[src/sv/ddma_pkg.sv]
`default_nettype none
package ddma_pkg;

  typedef enum logic [1:0] {
    OP_IO_RD  = 2'd0,
    OP_IO_WR  = 2'd1,
    OP_RAISE  = 2'd2,
    OP_TICK   = 2'd3
  } op_e;

  typedef enum logic [3:0] {
    A_NONE,
    A_RD_IMM,
    A_RD_ADDR,
    A_RD_CNT,
    A_RD_PAGE,
    A_WR_ADDR,
    A_WR_CNT,
    A_WR_PAGE,
    A_WR_MODE,
    A_TICK
  } act_e;

  localparam logic [3:0] REG_CMD_STAT = 4'd8;
  localparam logic [3:0] REG_REQUEST  = 4'd9;
  localparam logic [3:0] REG_SMASK    = 4'd10;
  localparam logic [3:0] REG_MODE     = 4'd11;
  localparam logic [3:0] REG_CLR_BP   = 4'd12;
  localparam logic [3:0] REG_MRESET   = 4'd13;
  localparam logic [3:0] REG_CLR_MASK = 4'd14;
  localparam logic [3:0] REG_MASK     = 4'd15;

  localparam logic [7:0] UNMAPPED  = 8'hFF;
  localparam logic [7:0] MASK_ALL  = 8'h0F;
  localparam logic [3:0] NO_PAGE   = 4'd8;

  // one entry of per-channel storage
  typedef struct packed {
    logic [15:0] page;
    logic [15:0] base_a;
    logic [15:0] cur_a;
    logic [15:0] base_c;
    logic [15:0] cur_c;
    logic [7:0]  mode;
  } chan_t;

  // item handed from decode to the read-modify-write stage
  typedef struct packed {
    act_e       act;
    logic [2:0] ch;
    logic       hi;
    logic [7:0] data;
  } s1_cmd_t;

  // terminal count event fed back to the control flops
  typedef struct packed {
    logic       hit;
    logic [2:0] ch;
  } tc_evt_t;

  function automatic logic [3:0] page_map(input logic [3:0] idx);
    logic [3:0] r;
    case (idx)
      4'd1:    r = 4'd2;
      4'd2:    r = 4'd3;
      4'd3:    r = 4'd1;
      4'd7:    r = 4'd0;
      4'd9:    r = 4'd6;
      4'd10:   r = 4'd7;
      4'd11:   r = 4'd5;
      4'd15:   r = 4'd4;
      default: r = NO_PAGE;
    endcase
    return r;
  endfunction

  function automatic logic [15:0] set_byte(input logic [15:0] v, input logic [7:0] d,
                                           input logic hi);
    return hi ? {d, v[7:0]} : {v[15:8], d};
  endfunction

endpackage
`default_nettype wire

[src/sv/ddma_if.sv]
`default_nettype none
interface ddma_in_if;
  logic        valid;
  logic        ready;
  logic [1:0]  op;
  logic [10:0] port;
  logic [7:0]  wdata;
  logic [2:0]  line;
  modport source (output valid, op, port, wdata, line, input ready);
  modport sink   (input valid, op, port, wdata, line, output ready);
endinterface

interface ddma_out_if;
  logic        valid;
  logic        ready;
  logic [7:0]  read_data;
  logic        mem_valid;
  logic [31:0] mem_address;
  logic        to_memory;
  logic        wide_access;
  logic [2:0]  served_channel;
  logic        terminal_count;
  modport source (output valid, read_data, mem_valid, mem_address, to_memory, wide_access,
                  served_channel, terminal_count, input ready);
  modport sink   (input valid, read_data, mem_valid, mem_address, to_memory, wide_access,
                  served_channel, terminal_count, output ready);
endinterface
`default_nettype wire

[src/sv/ddma_ctrl.sv]
`default_nettype none
module ddma_ctrl (
  input  wire logic              clk_i,
  input  wire logic              rst_ni,
  input  wire logic              accept_i,
  input  wire logic [1:0]        op_i,
  input  wire logic [10:0]       port_i,
  input  wire logic [7:0]        wdata_i,
  input  wire logic [2:0]        line_i,
  input  wire ddma_pkg::tc_evt_t tc_i,
  output ddma_pkg::s1_cmd_t      cmd_o
);
  import ddma_pkg::*;

  logic [7:0] status_q [2];
  logic [7:0] status_d [2];
  logic [7:0] mask_q   [2];
  logic [7:0] mask_d   [2];
  logic [1:0] bp_q, bp_d;
  logic [7:0] st_eff   [2];

  logic       is_c0, is_c1, is_ctl, pg_lo, pg_hi;
  logic       ctl;
  logic [3:0] rnum;
  logic [3:0] pch;
  logic [1:0] dch;
  logic [7:0] elig;
  logic       found;
  logic [2:0] pick;
  op_e        op;

  assign op    = op_e'(op_i);
  assign is_c0 = (port_i < 11'h010);
  assign is_c1 = (port_i >= 11'h0C0) && (port_i <= 11'h0DF) && !port_i[0];
  assign is_ctl = is_c0 || is_c1;
  assign ctl   = !is_c0;
  assign rnum  = is_c0 ? port_i[3:0] : port_i[4:1];
  assign pg_lo = (port_i[10:4] == 7'h08);
  assign pg_hi = (port_i[10:4] == 7'h48);
  assign pch   = page_map(port_i[3:0]);
  assign dch   = wdata_i[1:0];

  // status as seen after the previous item's terminal count lands
  always_comb begin
    st_eff[0] = status_q[0];
    st_eff[1] = status_q[1];
    if (tc_i.hit) begin
      st_eff[tc_i.ch[2]][{1'b1, tc_i.ch[1:0]}] = 1'b0;
      st_eff[tc_i.ch[2]][{1'b0, tc_i.ch[1:0]}] = 1'b1;
    end
  end

  always_comb begin
    found = 1'b0;
    pick  = '0;
    for (int i = 0; i < 8; i++) begin
      elig[i] = st_eff[i / 4][4 + (i % 4)] && !mask_q[i / 4][i % 4];
    end
    for (int i = 7; i >= 0; i--) begin
      if (elig[i]) begin
        found = 1'b1;
        pick  = 3'(i);
      end
    end
  end

  always_comb begin
    status_d = st_eff;
    mask_d   = mask_q;
    bp_d     = bp_q;
    cmd_o.act  = A_NONE;
    cmd_o.ch   = '0;
    cmd_o.hi   = 1'b0;
    cmd_o.data = wdata_i;
    if (accept_i) begin
      case (op)
        OP_IO_RD: begin
          cmd_o.act  = A_RD_IMM;
          cmd_o.data = UNMAPPED;
          if (is_ctl) begin
            if (!rnum[3]) begin
              cmd_o.act = rnum[0] ? A_RD_CNT : A_RD_ADDR;
              cmd_o.ch  = {ctl, rnum[2:1]};
              cmd_o.hi  = bp_q[ctl];
              bp_d[ctl] = !bp_q[ctl];
            end else if (rnum == REG_CMD_STAT) begin
              cmd_o.data = st_eff[ctl];
            end else if (rnum == REG_MASK) begin
              cmd_o.data = mask_q[ctl];
            end
          end else if ((pg_lo || pg_hi) && pch != NO_PAGE) begin
            cmd_o.act = A_RD_PAGE;
            cmd_o.ch  = pch[2:0];
            cmd_o.hi  = pg_hi;
          end
        end
        OP_IO_WR: begin
          if (is_ctl) begin
            if (!rnum[3]) begin
              cmd_o.act = rnum[0] ? A_WR_CNT : A_WR_ADDR;
              cmd_o.ch  = {ctl, rnum[2:1]};
              cmd_o.hi  = bp_q[ctl];
              bp_d[ctl] = !bp_q[ctl];
            end else begin
              case (rnum)
                REG_REQUEST: begin
                  status_d[ctl][{1'b0, dch}] = 1'b0;
                  status_d[ctl][{1'b1, dch}] = wdata_i[2];
                end
                REG_SMASK:    mask_d[ctl][{1'b0, dch}] = wdata_i[2];
                REG_MODE: begin
                  cmd_o.act = A_WR_MODE;
                  cmd_o.ch  = {ctl, dch};
                end
                REG_CLR_BP:   bp_d[ctl] = 1'b0;
                REG_MRESET: begin
                  bp_d[ctl]     = 1'b0;
                  status_d[ctl] = '0;
                  mask_d[ctl]   = MASK_ALL;
                end
                REG_CLR_MASK: mask_d[ctl] = '0;
                REG_MASK:     mask_d[ctl] = wdata_i;
                default: ;
              endcase
            end
          end else if ((pg_lo || pg_hi) && pch != NO_PAGE) begin
            cmd_o.act = A_WR_PAGE;
            cmd_o.ch  = pch[2:0];
            cmd_o.hi  = pg_hi;
          end
        end
        OP_RAISE: status_d[line_i[2]][{1'b1, line_i[1:0]}] = 1'b1;
        default: begin
          if (found) begin
            cmd_o.act = A_TICK;
            cmd_o.ch  = pick;
          end
        end
      endcase
    end
  end

  always_ff @(posedge clk_i or negedge rst_ni) begin
    if (!rst_ni) begin
      status_q[0] <= '0;
      status_q[1] <= '0;
      mask_q[0]   <= MASK_ALL;
      mask_q[1]   <= MASK_ALL;
      bp_q        <= '0;
    end else begin
      status_q <= status_d;
      mask_q   <= mask_d;
      bp_q     <= bp_d;
    end
  end

endmodule
`default_nettype wire

[src/sv/ddma_chan.sv]
`default_nettype none
module ddma_chan (
  input  wire logic              clk_i,
  input  wire logic              rst_ni,
  input  wire logic              accept_i,
  input  wire ddma_pkg::s1_cmd_t cmd_i,
  output logic                   adv_o,
  output ddma_pkg::tc_evt_t      tc_o,
  ddma_out_if.source             out_o
);
  import ddma_pkg::*;

  chan_t      mem [8];
  logic [7:0] ent_vld_q;
  chan_t      rdata_q;
  logic       rvld_q;

  logic       s1_vld_q;
  s1_cmd_t    s1_q;

  logic       fwd_vld_q, fwd_vld_d;
  logic [2:0] fwd_ch_q;
  chan_t      fwd_q;

  chan_t      ent, nxt;
  logic       wr_en, tc;
  logic [7:0] rd;
  logic       mv, tm, wd;
  logic [31:0] ma;

  logic        o_vld_q;
  logic [7:0]  o_rd_q;
  logic        o_mv_q, o_tm_q, o_wd_q, o_tc_q;
  logic [31:0] o_ma_q;
  logic [2:0]  o_ch_q;

  assign adv_o = !o_vld_q || out_o.ready;

  always_comb begin
    if (fwd_vld_q && fwd_ch_q == s1_q.ch) ent = fwd_q;
    else if (rvld_q)                      ent = rdata_q;
    else                                  ent = '0;
  end

  always_comb begin
    nxt   = ent;
    wr_en = 1'b0;
    rd    = '0;
    mv    = 1'b0;
    tm    = 1'b0;
    wd    = 1'b0;
    ma    = '0;
    tc    = (ent.cur_c == 16'h0000);
    case (s1_q.act)
      A_RD_IMM:  rd = s1_q.data;
      A_RD_ADDR: rd = s1_q.hi ? ent.cur_a[15:8] : ent.cur_a[7:0];
      A_RD_CNT:  rd = s1_q.hi ? ent.cur_c[15:8] : ent.cur_c[7:0];
      A_RD_PAGE: rd = s1_q.hi ? ent.page[15:8] : ent.page[7:0];
      A_WR_ADDR: begin
        wr_en      = 1'b1;
        nxt.base_a = set_byte(ent.base_a, s1_q.data, s1_q.hi);
        nxt.cur_a  = set_byte(ent.cur_a, s1_q.data, s1_q.hi);
      end
      A_WR_CNT: begin
        wr_en      = 1'b1;
        nxt.base_c = set_byte(ent.base_c, s1_q.data, s1_q.hi);
        nxt.cur_c  = set_byte(ent.cur_c, s1_q.data, s1_q.hi);
      end
      A_WR_PAGE: begin
        wr_en    = 1'b1;
        nxt.page = set_byte(ent.page, s1_q.data, s1_q.hi);
      end
      A_WR_MODE: begin
        wr_en    = 1'b1;
        nxt.mode = s1_q.data;
      end
      A_TICK: begin
        wr_en     = 1'b1;
        mv        = 1'b1;
        wd        = s1_q.ch[2];
        tm        = (ent.mode[3:2] == 2'b01);
        ma        = {ent.page, (wd ? {ent.cur_a[14:0], 1'b0} : ent.cur_a)};
        nxt.cur_a = ent.mode[5] ? ent.cur_a - 16'd1 : ent.cur_a + 16'd1;
        nxt.cur_c = ent.cur_c - 16'd1;
        if (tc && ent.mode[4]) begin
          nxt.cur_a = ent.base_a;
          nxt.cur_c = ent.base_c;
        end
      end
      default: ;
    endcase
  end

  assign tc_o.hit = s1_vld_q && adv_o && (s1_q.act == A_TICK) && tc;
  assign tc_o.ch  = s1_q.ch;

  // channel store: read at decode, written back from the read-modify-write stage
  always_ff @(posedge clk_i) begin
    if (adv_o && s1_vld_q && wr_en) mem[s1_q.ch] <= nxt;
    if (adv_o) rdata_q <= mem[cmd_i.ch];
  end

  always_ff @(posedge clk_i) begin
    if (adv_o) begin
      s1_q <= cmd_i;
      if (s1_vld_q && wr_en) begin
        fwd_q    <= nxt;
        fwd_ch_q <= s1_q.ch;
      end
    end
  end

  assign fwd_vld_d = adv_o ? (s1_vld_q && wr_en) : fwd_vld_q;

  always_ff @(posedge clk_i or negedge rst_ni) begin
    if (!rst_ni) begin
      ent_vld_q <= '0;
      rvld_q    <= 1'b0;
      s1_vld_q  <= 1'b0;
      fwd_vld_q <= 1'b0;
      o_vld_q   <= 1'b0;
    end else begin
      fwd_vld_q <= fwd_vld_d;
      if (adv_o) begin
        if (s1_vld_q && wr_en) ent_vld_q[s1_q.ch] <= 1'b1;
        rvld_q   <= ent_vld_q[cmd_i.ch];
        s1_vld_q <= accept_i;
        o_vld_q  <= s1_vld_q;
      end
    end
  end

  always_ff @(posedge clk_i) begin
    if (adv_o) begin
      o_rd_q <= rd;
      o_mv_q <= mv;
      o_ma_q <= ma;
      o_tm_q <= tm;
      o_wd_q <= wd;
      o_ch_q <= mv ? s1_q.ch : 3'd0;
      o_tc_q <= mv && tc;
    end
  end

  assign out_o.valid          = o_vld_q;
  assign out_o.read_data      = o_rd_q;
  assign out_o.mem_valid      = o_mv_q;
  assign out_o.mem_address    = o_ma_q;
  assign out_o.to_memory      = o_tm_q;
  assign out_o.wide_access    = o_wd_q;
  assign out_o.served_channel = o_ch_q;
  assign out_o.terminal_count = o_tc_q;

  a_wide_ch: assert property (@(posedge clk_i) disable iff (!rst_ni)
    (o_vld_q && o_mv_q) |-> (o_wd_q == o_ch_q[2]))
    else $error("wide flag disagrees with channel");
  a_idle_zero: assert property (@(posedge clk_i) disable iff (!rst_ni)
    (o_vld_q && !o_mv_q) |-> (o_ch_q == 3'd0 && !o_tc_q && o_ma_q == 32'd0))
    else $error("idle result carries transfer fields");
  a_tc_tick: assert property (@(posedge clk_i) disable iff (!rst_ni)
    tc_o.hit |=> (o_vld_q && o_mv_q && o_tc_q))
    else $error("terminal count without served transaction");

endmodule
`default_nettype wire

[src/sv/dual_dma_controller_8ch_top.sv]
`default_nettype none
// Eight-channel DMA controller: two cascaded four-channel register sets,
// byte channels 0-3 and word channels 4-7.
// in_i  : one transaction per item: op (io read, io write, raise request
//         line, transfer tick), port, wdata, line.
// out_o : exactly one result transaction per input transaction, in order:
//         read_data for io reads, and on a tick that found an eligible
//         channel mem_valid with address, direction, width, channel and TC.
// Pipeline: decode and priority pick, with the channel-store read, in the
//   accept cycle; read-modify-write of the channel entry the next cycle;
//   result register after that, which drives out_o.valid.
// Throughput: one transaction per cycle unless stalled. A write-back to the
//   entry read by the following transaction is forwarded; a terminal count
//   from the item in flight is folded into the status seen by the next pick.
// Reset: all channel storage reads as zero, masks all set, byte pointers
//   cleared, no request pending, output empty.
// Stall: when out_o.ready is low with a result waiting, the whole pipeline
//   holds and in_i.ready drops; nothing is lost or repeated.
module dual_dma_controller_8ch_top (
  input  wire logic clk_i,
  input  wire logic rst_ni,
  ddma_in_if.sink   in_i,
  ddma_out_if.source out_o
);
  import ddma_pkg::*;

  logic    adv;
  logic    accept;
  s1_cmd_t cmd;
  tc_evt_t tc_evt;

  assign in_i.ready = adv;
  assign accept     = in_i.valid && adv;

  ddma_ctrl u_ctrl (
    .clk_i    (clk_i),
    .rst_ni   (rst_ni),
    .accept_i (accept),
    .op_i     (in_i.op),
    .port_i   (in_i.port),
    .wdata_i  (in_i.wdata),
    .line_i   (in_i.line),
    .tc_i     (tc_evt),
    .cmd_o    (cmd)
  );

  ddma_chan u_chan (
    .clk_i    (clk_i),
    .rst_ni   (rst_ni),
    .accept_i (accept),
    .cmd_i    (cmd),
    .adv_o    (adv),
    .tc_o     (tc_evt),
    .out_o    (out_o)
  );

endmodule
`default_nettype wire

[src/flat_wrapper.sv]
// flat-port wrapper written by rule: the top's interface ports become plain ports
module dual_dma_controller_8ch_top_flat import ddma_pkg::*;
  (clk_i, rst_ni, in_i_valid, in_i_op, in_i_port, in_i_wdata, in_i_line, in_i_ready, out_o_valid, out_o_read_data, out_o_mem_valid, out_o_mem_address, out_o_to_memory, out_o_wide_access, out_o_served_channel, out_o_terminal_count, out_o_ready);
  ddma_in_if in_i_i ();
  ddma_out_if out_o_i ();
  input  wire logic clk_i;
  input  wire logic rst_ni;
  input wire logic [$bits(in_i_i.valid)-1:0] in_i_valid;
  input wire logic [$bits(in_i_i.op)-1:0] in_i_op;
  input wire logic [$bits(in_i_i.port)-1:0] in_i_port;
  input wire logic [$bits(in_i_i.wdata)-1:0] in_i_wdata;
  input wire logic [$bits(in_i_i.line)-1:0] in_i_line;
  output wire logic [$bits(in_i_i.ready)-1:0] in_i_ready;
  output wire logic [$bits(out_o_i.valid)-1:0] out_o_valid;
  output wire logic [$bits(out_o_i.read_data)-1:0] out_o_read_data;
  output wire logic [$bits(out_o_i.mem_valid)-1:0] out_o_mem_valid;
  output wire logic [$bits(out_o_i.mem_address)-1:0] out_o_mem_address;
  output wire logic [$bits(out_o_i.to_memory)-1:0] out_o_to_memory;
  output wire logic [$bits(out_o_i.wide_access)-1:0] out_o_wide_access;
  output wire logic [$bits(out_o_i.served_channel)-1:0] out_o_served_channel;
  output wire logic [$bits(out_o_i.terminal_count)-1:0] out_o_terminal_count;
  input wire logic [$bits(out_o_i.ready)-1:0] out_o_ready;
  assign in_i_i.valid = in_i_valid;
  assign in_i_i.op = in_i_op;
  assign in_i_i.port = in_i_port;
  assign in_i_i.wdata = in_i_wdata;
  assign in_i_i.line = in_i_line;
  assign in_i_ready = in_i_i.ready;
  assign out_o_valid = out_o_i.valid;
  assign out_o_read_data = out_o_i.read_data;
  assign out_o_mem_valid = out_o_i.mem_valid;
  assign out_o_mem_address = out_o_i.mem_address;
  assign out_o_to_memory = out_o_i.to_memory;
  assign out_o_wide_access = out_o_i.wide_access;
  assign out_o_served_channel = out_o_i.served_channel;
  assign out_o_terminal_count = out_o_i.terminal_count;
  assign out_o_i.ready = out_o_ready;
  dual_dma_controller_8ch_top u_core (.clk_i(clk_i), .rst_ni(rst_ni), .in_i(in_i_i), .out_o(out_o_i));
endmodule
[config.mk]
export PLATFORM = sky130hd
export DESIGN_NAME = dual_dma_controller_8ch_top_flat
export DESIGN_NICKNAME = d
export VERILOG_FILES = /design/src/sv/ddma_pkg.sv /design/src/sv/ddma_if.sv /design/src/sv/ddma_ctrl.sv /design/src/sv/ddma_chan.sv /design/src/sv/dual_dma_controller_8ch_top.sv /design/src/flat_wrapper.sv
export SDC_FILE = /design/constraint.sdc
export NUM_CORES = 2
export LEC_CHECK = 0
export ABC_CLOCK_PERIOD_IN_PS = 9800
export BUFFER_PORTS_ARGS = -buffer_cell sky130_fd_sc_hd__clkbuf_2
export CORE_MARGIN = 1
export CORE_UTILIZATION = 45
export DETAILED_ROUTE_END_ITERATION = 8
export PLACE_DENSITY = 0.61
export SLEW_MARGIN = 20
export SYNTH_ARGS = -nofsm -noshare
export SYNTH_HDL_FRONTEND = slang
export SYNTH_SLANG_ARGS = --single-unit
[constraint.sdc]
create_clock -name clk_i -period 9.8 [get_ports clk_i]
set_clock_uncertainty 0.2 [all_clocks]
set_input_delay 0.98 -clock clk_i [delete_from_list [all_inputs] [get_ports clk_i]]
set_output_delay 0.98 -clock clk_i [all_outputs]
set_load 0.1 [all_outputs]
* Word level (Yosys, flattened, before mapping)
Memory sizes are Yosys's and may differ from the RTL's. A register that Yosys moved wholly into a read port is not among the register bits.
Cells that the tools add are included.
** Operators by class
- Add/subtract/negate cells :: 3
- $mul :: 0
- Divide/modulo/power cells :: 0
- $lt $le $gt $ge :: 24
- Equal/unequal tests :: 28
- Shift operators :: 0
- Multiplexer cells :: 114
- Bitwise logic cells :: 19
- Reduce and logical (&&, ||, !) cells :: 55
** Operators with widths (count)
- 2-to-1 mux 16 bit :: 16
- 2-to-1 mux 88 bit :: 2
- 2-to-1 mux 8 bit :: 21
- case mux 16 bit (2 select lines) :: 4
- bitwise AND 16 bit :: 4
- case mux 16 bit (4 select lines) :: 1
- bitwise mux 16 bit :: 3
- demux 8 bit (select 1 bit) :: 6
- NOT 16 bit :: 3
- == test 4 bit (second input constant) :: 10
- 2-to-1 mux 7 bit :: 5
- OR 16 bit :: 2
- case mux 8 bit (4 select lines) :: 1
- subtractor 16 x 1 -> 16 bit (second input constant) :: 2
- logical AND 1 bit :: 30
- 2-to-1 mux 1 bit :: 24
- 2-to-1 mux 3 bit :: 8
- case mux 7 bit (3 select lines) :: 1
- less-than comparator 3 x 4 -> 1 bit (second input constant) :: 5
- adder 16 x 1 -> 16 bit (second input constant) :: 1
- == test 4 x 3 -> 1 bit (second input constant) :: 4
- logical NOT 16 bit :: 1
- OR 8 bit :: 2
- >= comparator 3 x 1 -> 1 bit (second input constant) :: 4
- other kinds (46) :: 83
** Storage, ports and cells
- Flip-flop bits (word level) :: 200
- Latch bits :: 0
- Bits in writable memories :: 704
- ROM bits :: 64
- Input port bits :: 28
- Output and inout bits :: 49
- Memories :: 2
** Memories
- u_core.u_chan.mem :: depth 8, bits a word 88, read ports 1, clocked after memory_dff 1, write ports 1, line ddma_chan.sv:13 : chan_t mem [8];
- (name not given) :: depth 16, bits a word 4, read ports 1, clocked after memory_dff 0, write ports 0, line ddma_pkg.sv:63 : case (idx)

* Logic depth before layout (Yosys ltp)
- Word-level depth :: 24
- Gate-level depth with buffers :: 22

* By module
Synthesis repeated with hierarchy kept, for this count alone.
** Unflattened totals
- Cell total of the unflattened synthesis :: 2585
- Area, all modules :: 41133.2 um^2
** By module, submodules not included
- ddma_chan :: times used 1, cells an instance 2136, area each 37652.4 um^2
- ddma_ctrl :: times used 1, cells an instance 448, area each 3474.6 um^2
- dual_dma_controller_8ch_top :: times used 1, cells an instance 1, area each 6.3 um^2

* Least setup slack after synthesis
OpenSTA, ideal clock, no wires.
- Kind :: reg-to-reg
- From :: register u_core.u_chan.o_vld_q (netlist: u_core.u_chan.out_o.valid)
- To :: register u_core.u_chan.ent_vld_q[2]
- Library setup time :: 0.087 ns
- Arrival :: 10.316 ns
- Path slack :: -0.803 ns
- Cell stages (with the launch flop) :: 7
- Period minus slack after synthesis :: 10.603 ns
- Path through :: dfrtp_1 nor2b_1 clkinv_1 and3_1 nand2_1 nor2_1 or2_2
** On the way
- Cells in the longest elaborated chain, start to end :: 3
** RTL lines
- from (decl) :: line ddma_chan.sv:31 : logic o_vld_q;
- from (signal assigned) :: line ddma_chan.sv:128 : o_vld_q <= s1_vld_q;
- logical NOT 1 bit :: line ddma_chan.sv:37 : assign adv_o = !o_vld_q || out_o.ready;
- logical OR 1 bit :: line ddma_chan.sv:37
- named net in_i_ready :: line flat_wrapper.sv:13 : output wire logic [$bits(in_i_i.ready)-1:0] in_i_ready;
- AND reduction 2 bit (no source line)
- to (signal assigned) :: line ddma_chan.sv:117 : ent_vld_q <= '0;
- to (signal, indexed assignment) :: line ddma_chan.sv:125 : if (s1_vld_q && wr_en) ent_vld_q[s1_q.ch] <= 1'b1;
- to (decl) :: line ddma_chan.sv:14 : logic [7:0] ent_vld_q;
The timed path passes the listed nets, and every way through them passes these cells.
A chain may end at the register's enable or synchronous reset.

* Worst setup path in the final report
- From :: register u_core.u_chan.s1_q, in the netlist u_core.u_chan.tc_o[0]
- To :: register u_core.u_chan.rdata_q[34] (netlist name)
** On the way
- Cells in the longest elaborated chain, start to end :: 22
- Elaborated cells on any way between the ends :: 43
** RTL lines
- from (decl) :: line ddma_chan.sv:19 : s1_cmd_t s1_q;
- from (signal assigned) :: line ddma_chan.sv:105 : s1_q <= cmd_i;
- less-than comparator 3 x 4 -> 1 bit (implied by the code) / >= comparator 3 x 1 -> 1 bit (equally long branches) :: line ddma_ctrl.sv:48 : st_eff[tc_i.ch[2]][{1'b1, tc_i.ch[1:0]}] = 1'b0;
- logical AND 1 bit (implied by the code) :: line ddma_ctrl.sv:48
- 2-to-1 mux 1 bit (implied by the code) :: line ddma_ctrl.sv:48
- demux 1 bit (select 2 bit) :: line ddma_ctrl.sv:48
- 2-to-1 mux 8 bit (implied by the code) :: line ddma_ctrl.sv:48
- demux 8 bit (select 1 bit) :: line ddma_ctrl.sv:48
- NOT 16 bit (no source line)
- bitwise AND 16 bit (no source line)
- OR 16 bit (no source line)
- 2-to-1 mux 16 bit (*) :: line ddma_ctrl.sv:47 : if (tc_i.hit) begin
- logical AND 1 bit :: line ddma_ctrl.sv:57 : elig[i] = st_eff[i / 4][4 + (i % 4)] && !mask_q[i / 4][i % 4];
- 2-to-1 mux 3 bit / 2-to-1 mux 1 bit (equally long branches) (8 in series) :: line ddma_ctrl.sv:60 : if (elig[i]) begin
- 2-to-1 mux 7 bit (*) :: line ddma_ctrl.sv:134 : if (found) begin
- case mux 7 bit (3 select lines) (*) :: line ddma_ctrl.sv:76 : case (op)
- 2-to-1 mux 12 bit (*) :: line ddma_ctrl.sv:75 : if (accept_i) begin
Mark *: on every way between the ends. The rest lies on a longest branch, timed or not.

==> impl_metrics.yaml <==
yosys:
  synth.avg_cell_area_um2: 13.9
  synth_edf_count: 905
  ys_top_cells_by_count: "905 x edfxtp_1, 352 x mux2i_1, 200 x nand2_1"
  ys_warn_count: 0
  syn_area_um2: 42100
  yosys.area.top_type: "edfxtp_1"
  synth.top_cell.area_share: 0.646
  ys_ff_latch: 951
  async_reset_ff_frac: 0.0484
  synth.distinct_cells: 74
  ys_seq_area_frac: 0.674
  synth.most_common_cell: "edfxtp_1"
  synth_area_leaders: "edfxtp_1 65%, mux2i_1 8.4%, o211ai_1 3.0%, dfrtp_1 2.3%, a21oi_1 1.9%"
  syn_nets: 3068
  netlist_instances: 3015
  synthFlopType: "edfxtp_1"
routing:
  num_vias: 27283
  postRouteAntennaNets: 0
  drtIter0Drc: 3330
  dr.pass1.iters: 6
  drc: 0
  via_per_inst: 6.23
  wl_um: 121000
  avgRoutedWirePerCell_um: 27.6
layout:
  final_area_um2: 47200
  syn_to_final_growth_pct: 12.1
  final_cells: 4379
  postLayoutCoreUtil: 0.512
  finalNetCount: 3106
  antenna_cells: 0
  layout-drive-gt1-share: 0.114
timing:
  rsz0062_at_grt: "no"
  worst_pin_slew_ns: 1.18
  finalCritPeriodShare: 0.748
  slew_violations: 0
  slew_headroom: 0.208
  setup_violations: 0
  finalHoldViolations: 0
  whs_ns: 0.216
  max_freq_mhz: 136
  min_period_ns: 7.33
cts:
  cts_setup_buffers: 0
  ctsHoldBuffers: 0
  path_clk_slew_ns: 0.06
  cts_max_level: 3
  cts_buffers: 100
  root_buffer: "clkbuf_16"
  clock_latency_ns: 0.68
  clk_path_buf_depth: 3
  cts_tree: "yes"
  cts.sinks: 951
  cts_resized: 0
placed_design:
  place.gp.congestion: 0.908
  dp.cells: 4194
  hpwl_um: 68500
  io_buffers: 76
  placed_area_um2: 43800
die:
  rows: 111
  core-area_um2: 92100
  dieArea_um2: 94700
  die_y_um: 308
  die_x_um: 308
  start_util: 0.457
  io_pins: 77
pwr:
  power_leakage_nw: 15.1
  ir_drop_uv: 150
  power.density_nw_per_um2: 233
  power.total_mw: 11.0
setup_path:
  cp_max_fo: 94
  rr_worst_depth: 18
  worst_setup_path_start_kind: "register"
  path_cells: "xnor2_1 -> nand4_1 -> buf_4 -> and3_1 -> a21oi_1 -> ha_1 -> nor4b_1 -> nand4_1 -> nand3_1 -> and4_1 -> o221ai_1 -> or4_4 -> a21o_4 -> inv_8 -> buf_12 -> mux2i_1 -> mux2i_1 -> o21a_1"
  worstSetupEndpointType: "register"
  worst_ep_arrival_time_ns: 7.55
  worst_path_max_delay_cell: "or4_4"
  crit_type: "reg2reg"
  required_ns: 10.01
  max_stage_delay_ns: 0.72
grt:
  gr-usage-all-layers: 0.255
  grt_overflow: 0
  grt_pass1_wl_um: 178000
  grt_pass1_vias: 26862
  grt_max_degree: 169
  antenna_found_initial: 8
run_status:
  status: "completed"
min_path:
  hold_class: "in2async"
run:
  cap_violations: 0
layer usage:
metal | track usage | vias up | wire length, um
li1 | - | 11849 | -
met1 | 0.362 | 13769 | 51100
met2 | 0.401 | 1421 | 55600
met3 | 0.0387 | 242 | 10600
met4 | 0.0817 | 2 | 3450
met5 | 0 | - | 13
state kept, by name, indices dropped and copies added (netlist names), named ones only:
signal / cells
u_core.u_chan.rdata_q: 84
u_core.u_chan.out_o.read_data: 8
u_core.u_chan.s1_q: 13
u_core.u_chan.out_o.wide_access: 1
u_core.u_chan.fwd_q: 84
u_core.u_chan.fwd_vld_q: 1
u_core.u_chan.ent_vld_q: 8
u_core.u_chan.out_o.mem_valid: 1
u_core.u_chan.out_o.mem_address: 32
u_core.u_ctrl.status_q: 16
u_core.u_chan.s1_vld_q: 1
u_core.u_chan.out_o.served_channel: 2
u_core.u_chan.mem: 672
u_core.u_chan.tc_o: 3
u_core.u_chan.rvld_q: 1
u_core.u_chan.out_o.to_memory: 1
u_core.u_chan.out_o.valid: 1
u_core.u_ctrl.bp_q: 2
u_core.u_chan.fwd_ch_q: 3
u_core.u_chan.out_o.terminal_count: 1
layout make-up:
class | count | area (um^2)
multi-input combinational | 1820 | 12800
tap | 1243 | 1560
inverter | 36 | 155
clock buffer | 122 | 2610
sequential | 951 | 28300
timing repair buffer | 144 | 993
clock inverter | 63 | 748
fill | 7635 | 44900
metrics by stage:
step / setup TNS [ns] / worst slack, ns
final: 0 / 2.47
after global routing: 0 / 2.12
after CTS: 0 / 2.58
after detailed placement: 0 / 2.60
after global placement: 0 / 2.78
after floorplan: -536.86 / -0.803
report_power, final:
group          internal [mW]  total (mW)  switching [mW]
sequential              4.97        5.05          0.0819
clock                   2.27        3.86            1.59
combinational          0.546        2.10            1.55
cell families after synthesis:
logic type | after synthesis | share of synthesized area
flops | 951 | 0.674
compound gates | 706 | 0.114
simple gates | 697 | 0.0854
mux | 368 | 0.0881
buf+inv | 244 | 0.0259
fa+ha+maj | 25 | 0.00762
xor+xnor | 24 | 0.00500
cell usage in the layout, fill, tap and decap left out, types with 10 or more instances in the layout:
cell type and n:
clkbuf_1 21, a31oi_1 20, mux2_2 16, clkbuf_2 76
edfxtp_1 905, a22oi_1 13, nand3_1 42, nor2_1 161
o21a_1 107, inv_1 32, a211oi_1 23, clkbuf_16 101
and3_1 54, o22ai_1 21, a21oi_1 163, bufinv_16 14
nand4_1 10, a221o_1 10, ha_1 24, clkinv_2 13
o221ai_1 24, o22a_1 16, nor4_1 10, and2_1 23
o211ai_1 169, nor3_1 26, dfrtp_1 37, nand2b_1 16
nor2b_1 21, or2_2 13, mux2i_1 352, buf_4 60
nand4b_1 83, clkinv_1 21, xnor2_1 16, o21ai_0 77
nand2_1 198
path summary, 6_finish.rpt:
kind,to,slack [ns],from
worst max-delay path,u_core.u_chan.rdata_q[34]$_DFFE_PN_,2.47,u_core.u_chan.tc_o[0]$_DFFE_PN_
worst min-delay path,async pin,0.22,rst_ni
worst max register to register,u_core.u_chan.rdata_q[34]$_DFFE_PN_,2.47,u_core.u_chan.tc_o[0]$_DFFE_PN_
worst min register to register,u_core.u_chan.ent_vld_q[3]$_DFFE_PN0P_,0.27,u_core.u_chan.ent_vld_q[3]$_DFFE_PN0P_
max in group asynchronous,u_core.u_chan.rvld_q$_DFFE_PN0N_,8.69,rst_ni
min in group clk_i,u_core.u_chan.ent_vld_q[3]$_DFFE_PN0P_,0.27,u_core.u_chan.ent_vld_q[3]$_DFFE_PN0P_
worst max-delay path: cells and delay by family, from the launching register on:
kind,cells,cell delay (ns)
DFF,1,0.61
muxes,2,0.37
AOI/OAI and AO/OA,4,1.17
adders and majority gates,1,0.32
xor gates and xnor gates,1,0.39
and+or+nand+nor,7,2.32
buffers and inverters,3,1.30
No activity file was read; power rests on OpenSTA's default activity.
